[src/rtl/nfa_pkg.sv]
`default_nettype none

package nfa_pkg;

	// Widths fixed by the item and register fields
	localparam int unsigned SET_W     = 32;
	localparam int unsigned STATE_W   = 5;
	localparam int unsigned SYM_W     = 8;
	localparam int unsigned OP_W      = 2;
	localparam int unsigned CFG_IDX_W = 1;

	// Parameter defaults
	localparam int unsigned NUM_STATES_DEF  = 32;
	localparam int unsigned SYMBOL_BITS_DEF = 8;

	// Operation codes
	localparam logic [OP_W-1:0] OP_ADD   = 2'd0;
	localparam logic [OP_W-1:0] OP_START = 2'd1;
	localparam logic [OP_W-1:0] OP_FEED  = 2'd2;

	// Configuration register indexes
	localparam logic [CFG_IDX_W-1:0] CFG_START_STATE = 1'b0;
	localparam logic [CFG_IDX_W-1:0] CFG_ACCEPT_MASK = 1'b1;

	// Controller to datapath
	typedef struct packed {
		logic clr_step;
		logic load;
		logic rd_add;
		logic wr_add;
		logic scan_start;
		logic scan_step;
		logic set_start;
		logic commit;
		logic out_load;
	} dp_cmd_t;

	// Datapath to controller
	typedef struct packed {
		logic clr_last;
		logic scan_last;
	} dp_sts_t;

endpackage

`default_nettype wire

[src/rtl/nfa_ctrl.sv]
`default_nettype none

module nfa_ctrl import nfa_pkg::*; (
	input  wire logic            clk,
	input  wire logic            arst_n,
	input  wire logic            in_valid,
	input  wire logic [OP_W-1:0] operation,
	output logic                 in_stall,
	output logic                 out_valid,
	input  wire logic            out_stall,
	output dp_cmd_t              cmd,
	input  wire dp_sts_t         sts
);

	typedef enum logic [2:0] {
		ST_CLEAR,
		ST_IDLE,
		ST_RMW_RD,
		ST_RMW_WR,
		ST_START,
		ST_FEED,
		ST_DRAIN,
		ST_FINISH
	} state_t;

	state_t state_q;
	logic   out_valid_q;
	logic   accept;
	logic   out_free;

	assign in_stall  = (state_q != ST_IDLE);
	assign accept    = in_valid && (state_q == ST_IDLE);
	assign out_free  = !out_valid_q || !out_stall;
	assign out_valid = out_valid_q;

	always_comb begin
		cmd = '0;
		case (state_q)
			ST_CLEAR: begin
				cmd.clr_step = 1'b1;
			end
			ST_IDLE: begin
				cmd.load       = accept;
				cmd.scan_start = accept && (operation == OP_FEED);
			end
			ST_RMW_RD: begin
				cmd.rd_add = 1'b1;
			end
			ST_RMW_WR: begin
				cmd.wr_add = 1'b1;
			end
			ST_START: begin
				cmd.set_start = 1'b1;
			end
			ST_FEED: begin
				cmd.scan_step = 1'b1;
			end
			ST_DRAIN: begin
				cmd.commit = 1'b1;
			end
			ST_FINISH: begin
				cmd.out_load = out_free;
			end
			default: begin
				cmd = '0;
			end
		endcase
	end

	always_ff @(posedge clk or negedge arst_n) begin
		if (!arst_n) begin
			state_q     <= ST_CLEAR;
			out_valid_q <= 1'b0;
		end else begin
			// hold a waiting beat until the sink takes it
			out_valid_q <= ((state_q == ST_FINISH) && out_free) || (out_valid_q && out_stall);
			case (state_q)
				ST_CLEAR: begin
					if (sts.clr_last) state_q <= ST_IDLE;
				end
				ST_IDLE: begin
					if (accept) begin
						case (operation)
							OP_ADD:   state_q <= ST_RMW_RD;
							OP_START: state_q <= ST_START;
							OP_FEED:  state_q <= ST_FEED;
							default:  state_q <= ST_FINISH;
						endcase
					end
				end
				ST_RMW_RD: state_q <= ST_RMW_WR;
				ST_RMW_WR: state_q <= ST_FINISH;
				ST_START:  state_q <= ST_FINISH;
				ST_FEED: begin
					if (sts.scan_last) state_q <= ST_DRAIN;
				end
				ST_DRAIN: state_q <= ST_FINISH;
				ST_FINISH: begin
					if (out_free) state_q <= ST_IDLE;
				end
				default: state_q <= ST_IDLE;
			endcase
		end
	end

endmodule

`default_nettype wire

[config.mk]
export PLATFORM = sky130hd
export DESIGN_NAME = nfa_ctrl
export DESIGN_NICKNAME = d
export VERILOG_FILES = /design/src/rtl/nfa_pkg.sv /design/src/rtl/nfa_ctrl.sv
export SDC_FILE = /design/constraint.sdc
export NUM_CORES = 1
export LEC_CHECK = 0
export BUFFER_PORTS_ARGS = -buffer_cell sky130_fd_sc_hd__buf_2
export CORE_AREA = 2 2 39 41
export DETAILED_ROUTE_END_ITERATION = 10
export DIE_AREA = 0 0 41 43
export GPL_TIMING_DRIVEN = 0
export PLACE_DENSITY = 0.5
export SYNTH_ARGS = -nofsm -noshare
export SYNTH_HDL_FRONTEND = slang
export SYNTH_SLANG_ARGS = --single-unit
[constraint.sdc]
create_clock -name clk -period 2.3 [get_ports clk]
set_input_delay 0.345 -clock clk [delete_from_list [all_inputs] [get_ports clk]]
set_output_delay 0.345 -clock clk [all_outputs]
set_load 0.02 [all_outputs]
==> results by stage, run 1 <==
Run status:
- The flow ran to the end, and the final reports show no timing, DRC or antenna violations.

CTS:
- The number of post-CTS setup repair buffers is 0.
- In this run the number of H-tree levels came out at 1.
- The number of sinks handled by clock tree synthesis is 4.
- Buffers inserted during clock tree synthesis total 3.
- The clock tree from TritonCTS is yes.
- The deepest clock path buffer count is 2.
- The CTS clock-pin slew for the worst setup and hold paths is 0.04 ns.
- The cell at the root of the clock tree is sky130_fd_sc_hd__clkbuf_4.
- For the worst-skew pair, the clock arrives at the later sink with an insertion delay of 0.23 ns.
- Gates resized during post-CTS repair numbered 0.

GRT:
- The wire length of the first global-routing pass is 1.145 mm.
- The largest net degree at the start of global routing is 11.
- The number of global-route vias before repair is ~300.
- The number of antenna violations at the first check in global routing is 0.
- The overall overflow remaining after global route is 0.
- The global routing usage summed across all routing layers is 0.09302.

Finish:
- The final-stage net count is 77.
- The number of diodes added for antenna fixing is 0.
- The filler cells instantiated in the layout total 155.
- The layout overhead on the synthesized area is 40.00%.
- The final standard cell utilization of the core is 0.3608.
- The number of cells in the finished layout apart from fillers is 80.
- Of the cells placed in the final design, the portion with a size suffix greater than 1 is 0.4375.

STA:
- Setup violations remaining at the end of the flow were counted as 0.
- Setup repair after global routing left no endpoint under its margin.
- After routing, the total negative slack on setup checks comes to 0 ns.
- The count of final hold-check violations came to 0.
- For the final database, setup skew stands at ~0.0012 ns.
- The final count of pins violating max slew is 0.
- The share of the cycle needed by the critical path after routing is 0.6882.
- At the pin with the least slew margin, the transition time is around 0.19 ns.
- Headroom to the max-slew limit came out at 0.8728.
- The worst path needs ~1.6 ns of the cycle, external delays included.
- Hold timing on the final database bottoms out at a slack of about 0.36 ns.
- Timing would allow up to between 600 and 700 MHz.

Setup path:
- For this design, the slowest cell found on the critical path is sky130_fd_sc_hd__dfrtp_1.
- The critical path goes through buf_6 > inv_1 > nand2_1 > nor2_1 > buf_2.
- Measured in cells, the most critical reg-to-reg path has a length of 4.
- The category of the most critical setup path is register to primary output.
- In this run the worst path has a maximum fanout of 8.
- The nature of the critical path startpoint is a register.
- The worst setup path is captured at a primary output.
- The critical path runs through a total of 5 cells.
- The number of buffers and inverters on the critical path is 3.
- For the worst setup path, the data arrival time is 1.24 ns.
- In this design, the stage delay of the slowest critical-path cell is 0.36 ns.
- The family with the most delay on the worst path is buffers and inverters.
- The data required time at the worst endpoint is 1.96 ns.

Pwr:
- Across the VDD grid, the largest voltage drop is 0.0002874 V.
- The ratio of total power to cell area is 1259 nW/um^2.
- For this design the static power due to leakage is 0.0002686 uW.

Synth:
- The async set-reset flop share out of synthesis is 1.000.
- The cell count after synthesis came out at 42.
- For this run, the leading register cell type out of synthesis is sky130_fd_sc_hd__dfrtp_1.
- The commonest cells after synthesis are sky130_fd_sc_hd__dfrtp_1, sky130_fd_sc_hd__inv_1, sky130_fd_sc_hd__nand2_1, sky130_fd_sc_hd__ha_1, sky130_fd_sc_hd__nor2_1.
- During synthesis, Yosys emitted a total of 0 warnings.
- Synthesis produced a netlist with a net count of 53.
- The synthesized area is 356.6 um^2.
- The area share of the largest cell type after synthesis is 0.2807.
- The post-synthesis cell type with the largest combined area is sky130_fd_sc_hd__dfrtp_1.
- The mean area per synthesized cell is about 8.5 um^2.
- The number of register bits inferred by synthesis is 4.
- The synthesized design contains 0 enable-type register cells.
- The count of different cell masters after synthesis is 22.
- For this run, the register share of the synthesized area comes to 0.2807.
- Sorting the synthesized cells by area gives the leading types as sky130_fd_sc_hd__dfrtp_1, sky130_fd_sc_hd__ha_1, sky130_fd_sc_hd__buf_6.

Routing:
- The number of design rule violations left after detail routing is 0.
- After detailed routing, the total wire length is 733 um.
- The average via count per standard cell is ~4.4.
- In this run, the number of DRC markers left after iteration 0 of detailed routing was 5.
- The remaining antenna violation count is 0.
- The via total after detailed routing is about 350.
- The routed length per placed instance is 9.163 um.
- Before antenna repair, the detailed router went through 3 iterations.

Place:
- At the end of routability-driven placement, the weighted congestion stood at 0.6534.
- The count of input and output buffers is 18.
- The post-placement cell count is 76.
- The detailed placer's ending HPWL is 606.2 um.

Flow run:
- Across the run, the number of max-cap violations was 0.

Floorplan:
- The floorplan step defined a die boundary enclosing 1763 um^2.
- The I/O pin total is 19.
- The core region is 1384 um^2.
- Row generation in the floorplan step produced 14 rows.
- From bottom edge to top edge, the die measures approximately 43 um.
- The floorplan step set the die width to just over 40 um.
- For this configuration, the core starts out at a cell density of 0.2577.

Worst hold path:
- The worst hold path passes through 3 cells.
- The path class of the lowest-slack min-delay path is input port to register.
-- per-layer routing --
| metal | part of all wire | track usage | wire, um | up-vias |
|---|---|---|---|---|
| li1 | - | - | - | 185 |
| met1 | 0.41 | 0.1184 | 301 | 155 |
| met2 | 0.53 | 0.1469 | 387 | 8 |
| met3 | 0.060 | 0 | 44 | 0 |
| met4 | 0 | 0.06000 | 0 | 0 |
| met5 | 0 | 0 | 0 | - |
-- what timing repair did --
item / in CTS / in global routing
endpoints found under the hold margin: 4 / 0
hold buffers: 1 / 0
setup endpoints to repair: 0 / 0
-- kinds of logic (layout without fill, tap and decap cells) --
logic type / Yosys count / after routing / share of synthesized area
flip-flops: 4 / 4 / 0.2807
AO/OA/AOI/OAI: 8 / 8 / 0.1614
AND/OR/NAND/NOR: 20 / 20 / 0.3263
adder cells (fa/ha/maj): 3 / 3 / 0.1053
buffers and inverters: 7 / 29 / 0.1263
-- final timing paths --
| path | start | endpoint | slack (ns) |
|---|---|---|---|
| max | state_q[2] | cmd[7] | 0.72 |
| min | out_stall | out_valid | 0.36 |
| max reg2reg | state_q[0] | state_q[0] | 1.24 |
| min reg2reg | out_valid | out_valid | 0.54 |
| max in group asynchronous | arst_n | state_q[0] | 1.73 |
| min in group asynchronous | arst_n | out_valid | 0.46 |
-- final cells by class --
| type | count | area, um^2 | share of cell area |
|---|---|---|---|
| tap | 16 | 20.02 | 0.04010 |
| multi-input combinational | 31 | 211.5 | 0.4236 |
| timing repair buffer | 19 | 100.1 | 0.2005 |
| clock buffer | 3 | 22.52 | 0.04511 |
| sequential | 4 | 100.1 | 0.2005 |
| inverter | 4 | 15.01 | 0.03008 |
| buffer | 3 | 30.03 | 0.06015 |
-- layout by cell type, fill, tap and decap left out, types with 2 or more instances in the layout --
| cell | synthesis | layout |
|---|---|---|
| sky130_fd_sc_hd__a21oi_1 | 2 | 2 |
| sky130_fd_sc_hd__and3_1 | 2 | 2 |
| sky130_fd_sc_hd__buf_2 | 0 | 18 |
| sky130_fd_sc_hd__buf_6 | 2 | 2 |
| sky130_fd_sc_hd__clkbuf_4 | 0 | 3 |
| sky130_fd_sc_hd__dfrtp_1 | 4 | 4 |
| sky130_fd_sc_hd__ha_1 | 3 | 3 |
| sky130_fd_sc_hd__inv_1 | 4 | 4 |
| sky130_fd_sc_hd__nand2_1 | 4 | 4 |
| sky130_fd_sc_hd__nor2_1 | 3 | 3 |
| sky130_fd_sc_hd__nor2b_1 | 2 | 2 |
| sky130_fd_sc_hd__nor3_1 | 2 | 2 |
| sky130_fd_sc_hd__nor3b_1 | 2 | 2 |
| sky130_fd_sc_hd__o22ai_1 | 2 | 2 |
-- through the flow --
stage               worst slack, ns  instance area, um^2  total power [uW]
floorplan                    0.8753                356.6             445.1
global placement             0.9508                466.7             554.2
detailed placement           0.9531                466.7             554.1
CTS                          0.7049                499.2             641.3
global route                 0.6575                499.2             684.5
finish                       0.7172                499.2             628.7
-- state kept, by name (all words and copies together), names as in the netlist --
name       count
out_valid      1
state_q        3
-- where the power goes --
part | internal [uW] | switching [uW] | leakage (uW)
clock network | 58.1 | 24.7 | 0.0000138
registers | 105 | 26.5 | 0.0000433
logic | 168 | 246 | 0.000211
-- worst min-delay path, delay by kind of cell --
kind	cells	cell delay, ns
AND/OR/NAND/NOR	2	0.10
buffers and inverters	1	0.11
No activity file was read; power rests on OpenSTA's default activity.
==> run 2, diff against run 1 <==
PLACE_DENSITY = 0.52   (was 0.5)
clock period = 1.35 ns   (was 2.3 ns; I/O delays follow)
==> run 2 against run 1 <==
Clock power rose by 70%. Design area rose by 26%. Register-to-register slack got worse by 0.98 ns. Clock skew barely moved. Combinational power rose by 140%. Sequential share of layout area fell by 4.1 points. Largest cell class unchanged. Die area did not move. Highest routed layer unchanged.
==> results by stage, run 2 (same netlist as run 1, synthesis figures left out) <==
Run status:
- The flow ran to the end, and the final reports show no timing, DRC or antenna violations.

GRT:
- The number of global-route vias before repair was 274 (-9.3%).
- The largest net degree at the start of global routing is 11 (unchanged).
- The wire length of the first global-routing pass is 1.076 mm (-6.0%).
- The overall overflow remaining after global route is 0 (unchanged).
- The global routing usage summed across all routing layers is 0.09606 (+0.003033).
- The number of antenna violations at the first check in global routing is 0 (unchanged).

Setup path:
- The data required time at the worst endpoint came to 1.15 ns (-0.81 ns).
- In this run the critical register-to-register path is launched from state_q[2].
- The nature of the critical path startpoint is a register.
- The maximum fanout along the worst path was 8 (unchanged).
- The worst setup path is of the register to primary output kind.
- The startpoint of the most critical setup path is state_q[2].
- The data arrival time of the critical path came to 1.14 ns (-0.10 ns).
- The worst setup path is captured at a primary output.

CTS:
- The number of sinks handled by clock tree synthesis was 4 (unchanged).
- The deepest clock path buffer count was 2 (unchanged).
- The CTS clock-pin slew for the worst setup and hold paths was 0.03 ns (about the same).
- The clock tree from TritonCTS is yes.
- The clock network latency to the later pin of the worst-skew pair came to 0.23 ns (about the same).
- The cell at the root of the clock tree is sky130_fd_sc_hd__clkbuf_4.
- The number of H-tree levels came to 1 (unchanged).
- The TritonCTS buffer count is 3 (unchanged).

Routing:
- The iteration-0 DRC count of the detailed router came to 1 (-4).
- The routed length per placed instance is 9.965 um (+8.8%).
- The total routed wirelength is 857 um (+17%).
- The number of design rule violations left after detail routing is 0 (unchanged).
- The remaining antenna violation count came to 0 (unchanged).
- The via total after detailed routing is 390 (+12%).
- The count of TritonRoute iterations in the first routing pass is 3 (unchanged).
- The average via count per standard cell is 4.535 (+4.3%).

STA:
- The maximum clock skew at final layout is 0.001357 ns (+0.0001690 ns).
- The worst-case headroom to the max-slew limit was 0.8989 (+0.02607).
- Derived from the worst setup path, the maximum achievable clock frequency is 743.0 MHz.
- The worst hold slack was 0.2223 ns (-0.1377 ns).
- The total of endpoints with negative setup slack in the final report is 0 (unchanged).
- The count of final hold-check violations is 0 (unchanged).
- The final count of pins violating max slew came to 0 (unchanged).
- The slew of the pin with the lowest slew margin was 0.1517 ns (-0.03890 ns).
- Setup repair after global routing could not meet its margin everywhere.
- Dividing the final minimum period by the clock period gives 0.9970.
- The clock period could shrink to 1.346 ns.
- The final worst slack is 0.004093 ns (-0.7132 ns).

Finish:
- Ranked by flip-flop count, first place goes to state_q.
- The fraction of final layout cells with drive strength greater than 1 came to 0.6143 (+0.1768).
- The number of flip-flops in the largest register was 3 (unchanged).
- The library cell used most frequently in the layout, excluding fill and tap cells, is sky130_fd_sc_hd__buf_4.
- The final-stage net count is 83 (+7.8%).
- The number of cells in the finished layout apart from fillers was 86 (+7.5%).
- The layout overhead on the synthesized area is 76.49%.
- The number of diodes added for antenna fixing is 0 (unchanged).
- In the layout the commonest cells are sky130_fd_sc_hd__buf_4, sky130_fd_sc_hd__buf_2, sky130_fd_sc_hd__buf_6.

Worst hold path:
- The startpoint of the lowest-slack hold path is out_stall.
- The path class of the lowest-slack min-delay path is input port to register.

Floorplan:
- The placement row count is 14 (unchanged).
- The starting density of the core is 0.2577 (unchanged).
- The die area is 1763 um^2 (unchanged).
- The die span in x is 41 um (unchanged).
- The I/O pin total came to 19 (unchanged).
- The area of the core is 1384 um^2 (unchanged).
- The overall die height was 43 um (unchanged).

Pwr:
- The ratio of total power to cell area is 2155 nW/um^2 (+71%).
- The worst voltage drop across the vdd grid is 0.0005953 V (+110%).
- The static power due to leakage is 0.0003127 uW (+16%).

Place:
- The final weighted congestion of routability-driven global placement came to 0.6672 (+2.1%).
- The count of input and output buffers is 18 (unchanged).
- The worst slack at placement is 0.1504 ns (-0.8028 ns).
- The detailed placer's ending HPWL is 591 um (-2.5%).
- The post-placement cell count came to 76 (unchanged).

Flow run:
- The number of violations of the max-capacitance limit came to 0 (unchanged).
[run 2: area by class of cell]
cell class / instances / area (um^2)
flip-flops and latches: 4 / 100.1
clock buffers: 3 / 22.52
well taps: 16 / 20.02
plain buffers: 3 / 33.78
repair buffers: 25 / 176.4
multi-input cells: 31 / 254.0
inverters: 4 / 22.52
fillers: 142 / 754.5
[run 2: timing repair]
| action | in CTS | in global routing |
|---|---|---|
| endpoints found under the setup margin | 6 | 8 |
| hold buffers | 1 | 0 |
| hold endpoints to repair | 4 | 0 |
| buffers inserted | 1 | 5 |
| resized for setup | 10 | 16 |
| pin swaps | 0 | 3 |
[run 2: routing by layer]
metal,up-vias,global-route usage,part of all wire
met4,0,0.08000,0
li1,199,-,-
met1,183,0.1086,0.39
met5,-,0,0
met3,0,0.03141,0.042
met2,8,0.1375,0.57
[run 2: worst max-delay path, cell delays in order (launching register included)]
cell and delay, ns:
sky130_fd_sc_hd__dfrtp_1 0.36, sky130_fd_sc_hd__buf_6 0.15, sky130_fd_sc_hd__nor2b_4 0.11, sky130_fd_sc_hd__and3_4 0.18
sky130_fd_sc_hd__buf_6 0.11
[run 2: path summary, 6_finish.rpt]
check,end,slack (ns),depth (start not counted)
setup / recovery,cmd[4],0.004,4
hold / removal,out_valid,0.22,3
setup reg to reg,state_q[1],0.26,5
hold reg to reg,out_valid,0.56,2
max in group asynchronous,state_q[2],0.93,2
min in group asynchronous,state_q[0],0.30,2
[run 2: report_power, final]
group	internal (uW)	switching (uW)	total, uW
clock	98.9	41.8	141
combinational	469	519	988
sequential	179	48.5	228
[run 2: metrics by stage]
step | total power [uW] | TNS, ns | utilization | cell area, um^2
floorplan | 758.4 | 0 | - | 356.6
global placement | 943.6 | 0 | 0.3373 | 466.7
detailed placement | 941.0 | 0 | 0.3373 | 466.7
CTS | 1170 | 0 | 0.3870 | 535.5
global route | 1464 | -0.1038 | 0.4548 | 629.4
finish | 1357 | 0 | 0.4548 | 629.4
==> run 3, diff against run 2 <==
BUFFER_PORTS_ARGS = default   (was -buffer_cell sky130_fd_sc_hd__buf_2)
DONT_BUFFER_PORTS = 1   (was default)
PLACE_DENSITY = 0.39   (was 0.52)
==> run 3 against run 2 <==
The flow now finishes with violations (setup timing). Sequential cell count unchanged. Utilization shrank 9.5 points. Register-to-register slack worse by 0.08 ns. Non-clock buffer count decreased by 21. Sequential power increased by 11%. Critical path depth fell by 1. Global-route usage grew 1.7 points. Final cell count decreased by 24%. First-iteration DRC count grew to 3.0 times the previous value. Highest routed layer unchanged.
==> results by stage, run 3 (same netlist as run 1, synthesis figures left out) <==
Place:
- The placed instance area is 376.6 um^2 (-19%).
- The post-placement cell count is 58 (-24%).
- The count of input and output buffers is 0 (-18).
- The final weighted congestion of routability-driven global placement is 0.6884 (+3.2%).
- The detailed placer's ending HPWL is 643.2 um (+8.8%).

GRT:
- The wire length of the first global-routing pass came to 1.359 mm (+26%).
- The overall overflow remaining after global route is 0 (unchanged).
- The number of antenna violations at the first check in global routing is 0 (unchanged).
- The number of global-route vias before repair is 329 (+20%).
- The global routing usage summed across all routing layers is 0.1127 (+0.01662).
- The largest net degree at the start of global routing came to 11 (unchanged).

CTS:
- The number of sinks handled by clock tree synthesis is 4 (unchanged).
- The clock network latency to the later pin of the worst-skew pair was 0.23 ns (about the same).
- The number of H-tree levels came to 1 (unchanged).
- The CTS clock-pin slew for the worst setup and hold paths came to 0.04 ns (about the same).
- The clock tree from TritonCTS is yes.
- The deepest clock path buffer count is 2 (unchanged).
- The cell sitting at the root of the clock tree is a sky130_fd_sc_hd__clkbuf_4.
- The TritonCTS buffer count is 3 (unchanged).

Setup path:
- The type of element capturing the critical path is a primary output.
- The maximum single-stage delay on the critical path was 0.34 ns (-0.02 ns).
- The data arrival time of the critical path is 1.22 ns (+0.08 ns).
- The maximum fanout along the worst path is 7 (-1).
- Traced cell by cell, the critical path runs through buf_6 > clkinvlp_4 > nor3b_4.
- The worst setup path is of the register to primary output kind.
- On the critical path, the stage with the largest delay is an instance of sky130_fd_sc_hd__nor3b_4.
- The buffers plus inverters on the worst setup path came to 2 (unchanged).
- The data required time at the worst endpoint was 1.15 ns (about the same).
- STA classifies the critical path startpoint as a register.
- The family with the most delay on the worst path is simple AND/OR/NAND/NOR gates.

Floorplan:
- The overall die height is 43 um (unchanged).
- The die span in x is 41 um (unchanged).
- The placement row count is 14 (unchanged).
- The starting density of the core is 0.2577 (unchanged).
- The die area is 1763 um^2 (unchanged).
- The I/O pin total is 19 (unchanged).
- The area of the core is 1384 um^2 (unchanged).

Finish:
- The number of flip-flops in the largest register was 3 (unchanged).
- The number of fill cells is 152 (+7.0%).
- The final-stage net count came to 62 (-25%).
- The layout overhead on the synthesized area is 39.65%.
- The post-route cell area was 498.0 um^2 (-21%).
- The register with the most flip-flops in the final layout is state_q.
- The number of cells in the finished layout apart from fillers is 65 (-24%).
- Leaving out fill and tap cells, the most frequent cells in the layout are sky130_fd_sc_hd__nand2_1, sky130_fd_sc_hd__dfrtp_1.
- The final standard cell utilization of the core is 0.3599 (-0.09494).
- The fraction of final layout cells with drive strength greater than 1 is 0.4490 (-0.1653).
- The number of diodes added for antenna fixing was 0 (unchanged).

STA:
- The maximum clock rate came to 704.9 MHz (-5.1%).
- The count of final hold-check violations is 0 (unchanged).
- Setup repair after global routing could not meet its margin everywhere.
- The worst-case headroom to the max-slew limit is 0.7441 (-0.1547).
- The worst hold slack came to 0.08576 ns (-0.1365 ns).
- The share of the cycle needed by the critical path after routing is 1.051 (+0.05389).
- The total of endpoints with negative setup slack in the final report is 5 (+5).
- The final critical-path required period was 1.419 ns (+0.07275 ns).
- The slew of the pin with the lowest slew margin is 0.3817 ns (+0.2300 ns).
- The final worst slack is -0.06866 ns (-0.07275 ns).
- The maximum clock skew at final layout is 0.001875 ns (+0.0005183 ns).
- The final count of pins violating max slew is 0 (unchanged).

Routing:
- The via total after detailed routing is 317 (-19%).
- The average via count per standard cell was 4.877 (+7.5%).
- The number of design rule violations left after detail routing is 0 (unchanged).
- The iteration-0 DRC count of the detailed router came to 3 (+2).
- The count of TritonRoute iterations in the first routing pass is 4 (+1).
- The remaining antenna violation count came to 0 (unchanged).
- The total routed wirelength was 812 um (-5.3%).
- The routed length per placed instance is 12.49 um (+25%).

Pwr:
- The static power due to leakage came to 0.0002073 uW (-34%).
- The ratio of total power to cell area was 2420 nW/um^2 (+12%).
- The total power of the final layout came to 1205 uW (-11%).
- The worst voltage drop across the vdd grid is 0.0006952 V (+17%).

Worst hold path:
- The path class of the lowest-slack min-delay path is input port to register.

Flow run:
- The number of violations of the max-capacitance limit is 0 (unchanged).

Run status:
- The run finished, with violations left.
- The checks that failed: setup timing.
## run 3: report_power, final
part,internal [uW],leakage [uW],switching [uW]
Combinational,329,0.000150,480
Sequential,179,0.0000433,73.5
Clock,99.2,0.0000138,44.7
Total,606,0.000207,598
## run 3: through the flow
| stage | setup WS (ns) | TNS [ns] |
|---|---|---|
| final | -0.06866 | -0.1932 |
| after global routing | -0.1204 | -0.5759 |
| after CTS | -0.08450 | -0.3523 |
| after detailed placement | -0.03448 | -0.03458 |
| after global placement | -0.01609 | -0.01609 |
| after floorplan | 0.06777 | 0 |
## run 3: path summary, 6_finish.rpt
| check | slack (ns) | cells past startpoint | endpoint | startpoint |
|---|---|---|---|---|
| min in group asynchronous | 0.25 | 1 | state_q[2] | arst_n |
| max reg2reg | 0.18 | 5 | state_q[1] | state_q[2] |
| min | 0.09 | 2 | out_valid | out_stall |
| max in group asynchronous | 0.92 | 1 | state_q[0] | arst_n |
| max | -0.07 | 3 | cmd[1] | state_q[2] |
| min reg2reg | 0.62 | 2 | out_valid | state_q[0] |
## run 3: per-layer routing
metal	global-route usage	routed length (um)	vias to the layer above
met2	0.1656	443	13
met1	0.1230	300	150
met5	0	0	-
met3	0.03665	69	0
met4	0.09333	0	0
li1	-	-	154
## run 3: area by class of cell
type | count | area [um^2] | area share
plain buffers | 3 | 33.78 | 0.06784
clock buffers | 3 | 22.52 | 0.04523
inverters | 4 | 18.77 | 0.03769
multi-input cells | 31 | 270.3 | 0.5427
flip-flops and latches | 4 | 100.1 | 0.2010
well taps | 16 | 20.02 | 0.04020
repair buffers | 4 | 32.53 | 0.06533
## run 3: what timing repair did
action                                  in CTS  in global routing
gates resized for setup                     12                  4
hold buffers                                 1                  0
endpoints found under the setup margin       8                 10
buffers inserted                             2                  1
pin swaps                                    1                  2
hold endpoints to repair                     4                  0
## run 3: worst reg2reg max path, stage by stage, from the launching register on
cell,delay [ns]
sky130_fd_sc_hd__dfrtp_1,0.33
sky130_fd_sc_hd__buf_6,0.13
sky130_fd_sc_hd__buf_4,0.11
sky130_fd_sc_hd__nand3_2,0.10
sky130_fd_sc_hd__a21oi_4,0.25
sky130_fd_sc_hd__o22ai_1,0.14
